[src/rtl/dws_pkg.sv]
`timescale 1ns / 1ps

package dws_pkg;

    localparam int VALUE_W  = 32;
    localparam int POS_W    = 5;

    typedef enum logic [1:0] {
        OP_PUSH_FRONT = 2'd0,
        OP_PUSH_REAR  = 2'd1,
        OP_POP_REAR   = 2'd2,
        OP_SEARCH     = 2'd3
    } op_t;

    typedef enum logic [1:0] {
        ST_OK    = 2'd0,
        ST_EMPTY = 2'd1,
        ST_FULL  = 2'd2,
        ST_MISS  = 2'd3
    } status_t;

    typedef enum logic [1:0] {
        S_IDLE,
        S_POP,
        S_SCAN
    } state_t;

    typedef enum logic [1:0] {
        RK_STATUS,
        RK_POP,
        RK_HIT
    } rsp_kind_t;

    typedef struct packed {
        op_t                       operation;
        logic signed [VALUE_W-1:0] value;
    } cmd_t;

    typedef struct packed {
        status_t                   status;
        logic signed [VALUE_W-1:0] popped_value;
        logic [POS_W-1:0]          found_position;
    } rsp_t;

    typedef struct packed {
        logic      push_front;
        logic      push_rear;
        logic      pop_rd;
        logic      scan_start;
        logic      scan_step;
        logic      rsp_load;
        rsp_kind_t rsp_kind;
        status_t   rsp_status;
    } ctl_t;

    typedef struct packed {
        logic full;
        logic empty;
        logic hit;
        logic last;
    } sts_t;

endpackage

[src/rtl/deque_with_search.sv]
`timescale 1ns / 1ps

// Double-ended queue of DEPTH words with push front, push rear, pop rear and
// linear search from the front. A command beat is taken when start is high
// and busy is low; its single result is shown on rsp for one cycle with done
// high and must be captured then, as there is no way to hold it. Pushes, and
// pops or searches on an empty store, answer in the cycle after the command;
// any other pop answers only after passing through S_POP, because the store
// is a RAM with registered read.
// A search reads one entry per cycle through that read port and answers
// once the first matching entry has been compared, or after the last entry
// when nothing matches. A new command may be given in the cycle its
// predecessor's result is shown.

module deque_with_search #(
    parameter int DEPTH      = 16,
    parameter int WORD_WIDTH = 32
) (
    input  logic          clk,
    input  logic          rst_n,
    input  logic          start,
    input  dws_pkg::cmd_t cmd,
    output logic          busy,
    output logic          done,
    output dws_pkg::rsp_t rsp
);

    dws_pkg::ctl_t ctl;
    dws_pkg::sts_t sts;

    dws_ctrl u_ctrl (
        .clk       (clk),
        .rst_n     (rst_n),
        .start     (start),
        .operation (cmd.operation),
        .sts       (sts),
        .ctl       (ctl),
        .busy      (busy)
    );

    dws_dp #(
        .DEPTH      (DEPTH),
        .WORD_WIDTH (WORD_WIDTH)
    ) u_dp (
        .clk   (clk),
        .rst_n (rst_n),
        .cmd   (cmd),
        .ctl   (ctl),
        .sts   (sts),
        .rsp   (rsp),
        .done  (done)
    );

    // a push answers in the very next cycle
    assert property (@(posedge clk) disable iff (!rst_n)
        start && !busy && (cmd.operation == dws_pkg::OP_PUSH_FRONT ||
                           cmd.operation == dws_pkg::OP_PUSH_REAR) |=> done)
    else $error("push beat without result in next cycle");

    // no result while a pop or search is still in flight
    assert property (@(posedge clk) disable iff (!rst_n)
        busy |-> !done)
    else $error("result shown while busy");

    // a position is reported only for a successful search
    assert property (@(posedge clk) disable iff (!rst_n)
        done && rsp.status != dws_pkg::ST_OK |-> rsp.found_position == '0)
    else $error("position reported with non-ok status");

    // a failed operation never returns a word
    assert property (@(posedge clk) disable iff (!rst_n)
        done && rsp.status != dws_pkg::ST_OK |-> rsp.popped_value == '0)
    else $error("popped word reported with non-ok status");

endmodule

[src/rtl/dws_ram.sv]
`timescale 1ns / 1ps

module dws_ram #(
    parameter int WIDTH = 32,
    parameter int DEPTH = 16
) (
    input  logic                     clk,
    input  logic                     we,
    input  logic [$clog2(DEPTH)-1:0] waddr,
    input  logic [WIDTH-1:0]         wdata,
    input  logic                     re,
    input  logic [$clog2(DEPTH)-1:0] raddr,
    output logic [WIDTH-1:0]         rdata
);

    logic [WIDTH-1:0] mem [DEPTH];

    always_ff @(posedge clk)
    begin
        if (we)
        begin
            mem[waddr] <= wdata;
        end
        if (re)
        begin
            rdata <= mem[raddr];
        end
    end

endmodule

[src/rtl/dws_ctrl.sv]
`timescale 1ns / 1ps

module dws_ctrl (
    input  logic          clk,
    input  logic          rst_n,
    input  logic          start,
    input  dws_pkg::op_t  operation,
    input  dws_pkg::sts_t sts,
    output dws_pkg::ctl_t ctl,
    output logic          busy
);

    dws_pkg::state_t state_reg;
    dws_pkg::state_t state_next;

    always_ff @(posedge clk or negedge rst_n)
    begin
        if (!rst_n)
        begin
            state_reg <= dws_pkg::S_IDLE;
        end
        else
        begin
            state_reg <= state_next;
        end
    end

    always_comb
    begin
        state_next = state_reg;
        case (state_reg)
            dws_pkg::S_IDLE:
            begin
                if (start)
                begin
                    if (operation == dws_pkg::OP_POP_REAR && !sts.empty)
                    begin
                        state_next = dws_pkg::S_POP;
                    end
                    else if (operation == dws_pkg::OP_SEARCH && !sts.empty)
                    begin
                        state_next = dws_pkg::S_SCAN;
                    end
                end
            end
            dws_pkg::S_POP:
            begin
                state_next = dws_pkg::S_IDLE;
            end
            dws_pkg::S_SCAN:
            begin
                if (sts.hit || sts.last)
                begin
                    state_next = dws_pkg::S_IDLE;
                end
            end
            default:
            begin
                state_next = dws_pkg::S_IDLE;
            end
        endcase
    end

    always_comb
    begin
        ctl            = '0;
        ctl.rsp_kind   = dws_pkg::RK_STATUS;
        ctl.rsp_status = dws_pkg::ST_OK;
        busy           = 1'b1;
        case (state_reg)
            dws_pkg::S_IDLE:
            begin
                busy = 1'b0;
                if (start)
                begin
                    case (operation)
                        dws_pkg::OP_PUSH_FRONT,
                        dws_pkg::OP_PUSH_REAR:
                        begin
                            ctl.rsp_load = 1'b1;
                            if (sts.full)
                            begin
                                ctl.rsp_status = dws_pkg::ST_FULL;
                            end
                            else if (operation == dws_pkg::OP_PUSH_FRONT)
                            begin
                                ctl.push_front = 1'b1;
                            end
                            else
                            begin
                                ctl.push_rear = 1'b1;
                            end
                        end
                        dws_pkg::OP_POP_REAR:
                        begin
                            if (sts.empty)
                            begin
                                ctl.rsp_load   = 1'b1;
                                ctl.rsp_status = dws_pkg::ST_EMPTY;
                            end
                            else
                            begin
                                ctl.pop_rd = 1'b1;
                            end
                        end
                        default:
                        begin
                            if (sts.empty)
                            begin
                                ctl.rsp_load   = 1'b1;
                                ctl.rsp_status = dws_pkg::ST_EMPTY;
                            end
                            else
                            begin
                                ctl.scan_start = 1'b1;
                            end
                        end
                    endcase
                end
            end
            dws_pkg::S_POP:
            begin
                ctl.rsp_load = 1'b1;
                ctl.rsp_kind = dws_pkg::RK_POP;
            end
            dws_pkg::S_SCAN:
            begin
                ctl.scan_step = 1'b1;
                if (sts.hit)
                begin
                    ctl.rsp_load = 1'b1;
                    ctl.rsp_kind = dws_pkg::RK_HIT;
                end
                else if (sts.last)
                begin
                    ctl.rsp_load   = 1'b1;
                    ctl.rsp_status = dws_pkg::ST_MISS;
                end
            end
            default:
            begin
                busy = 1'b1;
            end
        endcase
    end

endmodule

[src/rtl/dws_dp.sv]
`timescale 1ns / 1ps

module dws_dp #(
    parameter int DEPTH      = 16,
    parameter int WORD_WIDTH = 32
) (
    input  logic          clk,
    input  logic          rst_n,
    input  dws_pkg::cmd_t cmd,
    input  dws_pkg::ctl_t ctl,
    output dws_pkg::sts_t sts,
    output dws_pkg::rsp_t rsp,
    output logic          done
);

    localparam int IW = $clog2(DEPTH);
    localparam int CW = $clog2(DEPTH + 1);
    localparam int SW = CW + 1;

    logic [IW-1:0]         front_reg;
    logic [IW-1:0]         front_next;
    logic [CW-1:0]         count_reg;
    logic [CW-1:0]         count_next;
    logic [CW-1:0]         idx_reg;
    logic [CW-1:0]         idx_next;
    logic                  cmp_valid_reg;
    logic                  cmp_valid_next;
    logic [CW-1:0]         cmp_pos_reg;
    logic [CW-1:0]         cmp_pos_next;
    logic [WORD_WIDTH-1:0] key_reg;
    logic [WORD_WIDTH-1:0] key_next;
    dws_pkg::rsp_t         rsp_reg;
    dws_pkg::rsp_t         rsp_next;
    logic                  done_reg;

    logic [WORD_WIDTH+dws_pkg::VALUE_W-1:0] word_wide;
    logic [WORD_WIDTH-1:0]                  word_in;
    logic [WORD_WIDTH+dws_pkg::VALUE_W-1:0] pop_wide;
    logic [CW+dws_pkg::POS_W-1:0]           pos_wide;

    logic                  ram_we;
    logic [IW-1:0]         ram_waddr;
    logic                  ram_re;
    logic [IW-1:0]         ram_raddr;
    logic [WORD_WIDTH-1:0] ram_rdata;

    function automatic logic [IW-1:0] ring_add(input logic [IW-1:0] base,
                                              input logic [CW-1:0] off);
        logic [SW-1:0] sum;
        sum = SW'(base) + SW'(off);
        if (sum >= SW'(DEPTH))
        begin
            sum = sum - SW'(DEPTH);
        end
        return sum[IW-1:0];
    endfunction

    assign word_wide = {{WORD_WIDTH{1'b0}}, cmd.value};
    assign word_in   = word_wide[WORD_WIDTH-1:0];
    assign pop_wide  = {{dws_pkg::VALUE_W{ram_rdata[WORD_WIDTH-1]}}, ram_rdata};
    assign pos_wide  = {{dws_pkg::POS_W{1'b0}}, cmp_pos_reg};

    assign sts.full  = (count_reg == CW'(DEPTH));
    assign sts.empty = (count_reg == '0);
    assign sts.hit   = cmp_valid_reg && (ram_rdata == key_reg);
    assign sts.last  = cmp_valid_reg && (cmp_pos_reg == count_reg);

    always_comb
    begin
        front_next     = front_reg;
        count_next     = count_reg;
        idx_next       = idx_reg;
        cmp_valid_next = cmp_valid_reg;
        cmp_pos_next   = cmp_pos_reg;
        key_next       = key_reg;
        ram_we         = 1'b0;
        ram_waddr      = ring_add(front_reg, count_reg);
        ram_re         = 1'b0;
        ram_raddr      = ring_add(front_reg, idx_reg);

        if (ctl.push_front)
        begin
            front_next = (front_reg == '0) ? IW'(DEPTH - 1) : front_reg - IW'(1);
            ram_we     = 1'b1;
            ram_waddr  = front_next;
            count_next = count_reg + CW'(1);
        end
        else if (ctl.push_rear)
        begin
            ram_we     = 1'b1;
            count_next = count_reg + CW'(1);
        end

        if (ctl.pop_rd)
        begin
            ram_re     = 1'b1;
            ram_raddr  = ring_add(front_reg, count_reg - CW'(1));
            count_next = count_reg - CW'(1);
        end

        if (ctl.scan_start)
        begin
            idx_next       = '0;
            cmp_valid_next = 1'b0;
            key_next       = word_in;
        end
        else if (ctl.scan_step)
        begin
            if (idx_reg < count_reg)
            begin
                ram_re         = 1'b1;
                idx_next       = idx_reg + CW'(1);
                cmp_valid_next = 1'b1;
                cmp_pos_next   = idx_reg + CW'(1);
            end
            else
            begin
                cmp_valid_next = 1'b0;
            end
        end
    end

    always_comb
    begin
        rsp_next                = rsp_reg;
        if (ctl.rsp_load)
        begin
            rsp_next.status         = ctl.rsp_status;
            rsp_next.popped_value   = '0;
            rsp_next.found_position = '0;
            case (ctl.rsp_kind)
                dws_pkg::RK_POP:
                begin
                    rsp_next.popped_value = pop_wide[dws_pkg::VALUE_W-1:0];
                end
                dws_pkg::RK_HIT:
                begin
                    rsp_next.found_position = pos_wide[dws_pkg::POS_W-1:0];
                end
                default:
                begin
                    rsp_next.popped_value = '0;
                end
            endcase
        end
    end

    always_ff @(posedge clk or negedge rst_n)
    begin
        if (!rst_n)
        begin
            front_reg     <= '0;
            count_reg     <= '0;
            idx_reg       <= '0;
            cmp_valid_reg <= 1'b0;
            done_reg      <= 1'b0;
        end
        else
        begin
            front_reg     <= front_next;
            count_reg     <= count_next;
            idx_reg       <= idx_next;
            cmp_valid_reg <= cmp_valid_next;
            done_reg      <= ctl.rsp_load;
        end
    end

    always_ff @(posedge clk)
    begin
        cmp_pos_reg <= cmp_pos_next;
        key_reg     <= key_next;
        rsp_reg     <= rsp_next;
    end

    dws_ram #(
        .WIDTH (WORD_WIDTH),
        .DEPTH (DEPTH)
    ) u_store (
        .clk   (clk),
        .we    (ram_we),
        .waddr (ram_waddr),
        .wdata (word_in),
        .re    (ram_re),
        .raddr (ram_raddr),
        .rdata (ram_rdata)
    );

    assign rsp  = rsp_reg;
    assign done = done_reg;

endmodule

[config.mk]
export PLATFORM = sky130hd
export DESIGN_NAME = deque_with_search
export DESIGN_NICKNAME = d
export VERILOG_FILES = /design/src/rtl/dws_pkg.sv /design/src/rtl/deque_with_search.sv /design/src/rtl/dws_ram.sv /design/src/rtl/dws_ctrl.sv /design/src/rtl/dws_dp.sv
export SDC_FILE = /design/constraint.sdc
export NUM_CORES = 1
export LEC_CHECK = 0
export ABC_AREA = 1
export BUFFER_PORTS_ARGS = -buffer_cell sky130_fd_sc_hd__buf_2
export CORE_MARGIN = 5
export CORE_UTILIZATION = 42
export CTS_BUF_LIST = sky130_fd_sc_hd__clkbuf_8
export DETAILED_ROUTE_END_ITERATION = 8
export PLACE_DENSITY_LB_ADDON = 0.12
export SYNTH_ARGS = -nofsm -noshare
export SYNTH_HDL_FRONTEND = slang
export SYNTH_SLANG_ARGS = --single-unit
[constraint.sdc]
create_clock -name clk -period 5.65 [get_ports clk]
set_input_delay 1.13 -clock clk [delete_from_list [all_inputs] [get_ports clk]]
set_output_delay 1.13 -clock clk [all_outputs]
set_load 0.01 [all_outputs]
== Yosys cells after proc, flatten, opt, wreduce, memory -nomap -nowiden ==
Memory sizes are Yosys's and may differ from the RTL's. A register that Yosys moved wholly into a read port is not among the register bits.
Cells that the tools add are included.

* Add/subtract/negate cells: 10
* $lt $le $gt $ge: 4
* Equal/unequal tests: 13
* Muxes and demuxes: 54
* Bitwise logic cells: 1
* Reduce and logical (&&, ||, !) cells: 18

{| class="wikitable"
|+ Operators by type and width
! cell !! number
|-
| 32-bit == test || 1
|-
| 4-bit two-way mux || 8
|-
| 5-bit two-way mux || 6
|-
| 1-bit two-way mux || 24
|-
| 2-bit two-way mux || 12
|-
| 4-bit by 5-bit adder with 6-bit output || 3
|-
| 6-bit by 5-bit >= comparator with 1-bit output, second input constant || 3
|-
| 4-bit by 1-bit subtractor with 4-bit output, second input constant || 4
|-
| 2-bit one-hot mux with 2 select lines || 3
|-
| 5-bit by 1-bit adder with 5-bit output, second input constant || 2
|-
| 2-bit == test, second input constant || 4
|-
| 2-bit by 1-bit == test with 1-bit output, second input constant || 3
|-
| 3-bit AND reduction || 2
|-
| 5-bit == test || 1
|-
| 5-bit == test, second input constant || 1
|-
| 5-bit zero test || 1
|-
| 5-bit less-than comparator || 1
|-
| 5-bit by 1-bit subtractor with 5-bit output, second input constant || 1
|-
| 1-bit logical AND || 4
|-
| 2-bit zero test || 2
|-
| 4-bit zero test || 1
|-
| 2-bit nonzero test || 2
|-
| 3-bit by 1-bit != test with 1-bit output, second input constant || 1
|-
| 1-bit one-hot mux with 3 select lines || 1
|-
| 9 further kinds || 9
|}

* Register bits: 94
* Bits in writable memories: 512
* Bits of input ports: 37
* Output and inout bits: 41
* Word-level logic and storage cells: 112
* Memories kept: 1

{| class="wikitable"
|+ Memories
! memory !! depth !! width !! read ports !! clocked after Yosys merged registers in !! wr ports !! RTL line !! source
|-
| u_dp.u_store.mem || 16 || 32 || 1 || 1 || 1 || dws_ram.sv:16 || <nowiki>logic [WIDTH-1:0] mem [DEPTH];</nowiki>
|}

== Depth between registers and ports, before layout ==
* Depth after elaboration: 10
* Gate-level depth with buffers: 20
* Mapped depth without buffers: 18

== Hierarchy ==
Synthesis repeated with hierarchy kept, for this count alone.

* Cell total of the unflattened synthesis: 2596
* Area total of the unflattened synthesis: 27691.6 µm²

{| class="wikitable"
|+ Modules (own cells, without submodules)
! module !! times used !! cells an instance !! area each (µm²) !! sequential area each (µm²)
|-
| dws_ram || 1 || 2120 || 23050.9 || 16335.7
|-
| dws_dp || 1 || 436 || 4396.7 || 2682.6
|-
| dws_ctrl || 1 || 40 || 244.0 || 50.0
|}

== Worst setup path before layout ==
Ideal clock, no wire load.

* Path kind: input port to flip-flop
* From: input port start
* To: register u_dp.idx_reg[0]
* Setup time: 0.129 ns
* Data arrival time: 4.195 ns
* Required time: 5.521 ns
* Slack: 1.326 ns
* Stages: 5
* Path buffers: 0
* Path through: nand2_2 > nor3_1 > nor2_1 > nand2_1 > o21ai_0

{| class="wikitable"
|+ RTL lines
! what !! RTL line !! source
|-
| start: declaration || deque_with_search.sv:21 || <nowiki>input logic start,</nowiki>
|-
| end signal: assignment || dws_dp.sv:162 || <nowiki>idx_reg <= idx_next;</nowiki>
|-
| end: declaration || dws_dp.sv:24 || <nowiki>logic [CW-1:0] idx_reg;</nowiki>
|}

== Final worst setup path ==
* From: register u_dp.count_reg[1]
* To: register u_dp.u_store.rdata[13], read port of u_dp.u_store.mem (data pin)

* Word-level cells in the longest chain between the ends: 9
* Elaborated cells between the ends (all ways): 17
* Classes of those cells: add/sub: 3; order compare: 2; mux: 11; reduce/logical: 1

{| class="wikitable"
|+ RTL lines
! what !! RTL line !! source
|-
| start: declaration || dws_dp.sv:22 || <nowiki>logic [CW-1:0] count_reg;</nowiki>
|-
| start signal: assignment || dws_dp.sv:161 || <nowiki>count_reg <= count_next;</nowiki>
|-
| parallel branches: the longest is 9 deep, another holds 4-bit by 5-bit adder with 6-bit output || n/a ||
|-
| end: declaration || dws_ram.sv:13 || <nowiki>output logic [WIDTH-1:0] rdata</nowiki>
|}

Several ways; the timed one is not identified.
A chain may end at the register's enable or synchronous reset.

==> qor.yml <==
drc: 0
ys_seq_area_frac: 0.7314
total_power_mw: 8.875
intPower_mw: 6.997
place_area_um2: 27470
drv_cap: 0
clkTransAtPathRegs_ps: 70
cp_slowest_cell: "fa_4"
postLayoutCellArea_um2: 29320
critical_path.cell_chain: "inv_1, ha_1, nand3_2, nand2_2, nor2_4, o21ai_0, ha_4, inv_1, fa_4, clkinv_2, buf_4, o21ai_0, o221ai_1, o21a_1, nand2_1, nand2_1"
fin_util: 0.4760
core_area_um2: 61600
tightest_slew_ps: 1157
p_clk_frac: 0.408
required_ps: 6080
place.gp.congestion: 0.8784
via_per_inst: 5.434
largest_reg_flops: 512
timing.rr.start: "u_dp.count_reg[1]"
pin_count: 78
initial_core_util: 0.4232
hp-class: "in2async"
post_cts_resized: 0
p_sw_mw: 1.877
leakagePower_nw: 10.23
io_buffers: 77
antenna_found_initial: 6
cp_max_fo: 43
cp-startpoint: "u_dp.count_reg[1]"
fin_tns_setup_ps: 0
num_rows: 91
status: "completed"
power_frac_seq: 0.584
dieArea_um2: 67150
switching_share: 0.2116
syn_nets: 2122
dieWidth_um: 259.1
yosysWarningCount: 0
yosys_register_bits: 638
relSlewSlack: 0.2270
cts_num_sinks: 638
ant_nets: 0
root_buffer: "clkbuf_8"
rsz0062_at_grt: "false"
drt_iter0_markers: 1425
worstPathArrival_ps: 4880
final_cell_mix: "edfxtp_1, nand2_1, nor2_1"
whs_ps: 368.1
r2r_cells: 16
wl_per_cell_um: 23.63
setup_viol: 0
stdcell_count: 3097
crit_type: "reg2reg"
place_hpwl_mm: 40.33
gr-total-overflow: 0
ir_drop_uv: 155.4
max_stage_delay_ps: 820
synth.distinct_cells: 37
post_cts_buffers: 0
hold_violations: 0
dr.pass1.iters: 7
start_kind: "register"
synth_area_per_cell_um2: 12.61
cts_tree: "yes"
fin_skew_ps: 39.89
cts_buffers: 108
cts_buffer_depth: 3
mostFrequentLayoutCell: "edfxtp_1"
powerDensity_nw_per_um2: 302.7
grt_max_degree: 169
finalCriticalPeriod_ps: 4447
num_vias: 16830
period_share: 0.7871
nets: 2237
wirelength_mm: 73.17
grt_use_total: 0.2147
slew_viol_final: 0
ctsHoldBuffers: 0
post-place-ws_ps: 980.3
fillCellCount: 5522
pwr-share-comb: 0.008
max_freq_mhz: 224.9
first_global_vias: 16600
syn_to_final_growth_pct: 12.47
dp.cells: 2909
drive_above_1_share: 0.1329
clock_latency_ps: 710
setup.worst_path.end_class: "register"
synthesis.instances: 2067
grt_pass1_wl_mm: 107.8
syn-cell-area_um2: 26070
cts_htree_levels: 3
worst_slack_ps: 1203
die_h_um: 259.1
==> power by group through the flow <==
stage               combinational (mW)  clock, mW  sequential, mW
floorplan                      0.00130          0            5.28
global placement                0.0727          0            5.28
detailed placement              0.0753          0            5.28
CTS                             0.0751       3.71            5.18
global route                    0.0820       3.95            5.18
finish                          0.0738       3.62            5.18
==> per-layer routing <==
metal,up-vias,GRT usage,part of all wire
met5,-,0,0.00034
met3,98,0.04416,0.074
li1,7690,-,-
met4,4,0.05798,0.019
met2,637,0.3277,0.45
met1,8399,0.3170,0.46
==> cell type report <==
class	count	area [um2]	share of cell area
repair buffers	118	743.2	0.02535
multi-input cells	1219	6240	0.2128
inverters	97	370.4	0.01263
clock inverters	77	359.1	0.01225
clock buffers	108	1486	0.05069
flip-flops and latches	638	19070	0.6503
well taps	837	1047	0.03572
diodes	3	7.507	0.0002560
==> worst paths after layout <==
check	endpoint	slack, ps
worst max-delay path	u_dp.u_store.rdata[13]	1200
worst min-delay path	u_dp.cmp_valid_reg	370
worst max register to register	u_dp.u_store.rdata[13]	1200
worst min register to register	u_dp.idx_reg[4]	540
max in group asynchronous	u_dp.idx_reg[3]	4950
min in group clk	u_dp.idx_reg[4]	540
==> synthesized netlist by cell type, drive strengths merged <==
master	number	area [um2]
edfxtp	620	18620
nand2	358	1386
nor2	281	1099
o21ai	216	1100
inv	97	364.1
a21oi	72	360.4
o22ai	68	425.4
buf	67	390.4
nand3	61	335.3
clkbuf	46	173.9
o21a	34	255.2
o31ai	33	247.7
o221ai	32	280.3
nand4	19	133.9
dfrtp	18	450.4
ha	16	200.2
xnor2	9	78.83
xor2	8	70.07
or2	4	25.02
and2	3	18.77
fa	2	40.04
nor3	2	10.01
nor3b	1	7.510
==> cells by family (layout without fill, tap and decap cells) <==
logic type	after synthesis	count (layout)	synth area share
buffers and inverters	210	400	0.03561
and+or+nand+nor	729	729	0.1157
adders and majority gates	18	18	0.009215
other	0	3	0
xor gates and xnor gates	17	17	0.005712
AOI/OAI and AO/OA	455	455	0.1024
DFF	638	638	0.7314
==> critical path: cells and delay by family, from the launching register on <==
kind | cells | cell delay, ps
adder cells (fa/ha/maj) | 3 | 1280
AND/OR/NAND/NOR | 5 | 470
flip-flops | 1 | 460
buffers and inverters | 4 | 1150
AO/OA/AOI/OAI | 4 | 790
Note: power is estimated with default switching activity, not from simulation.
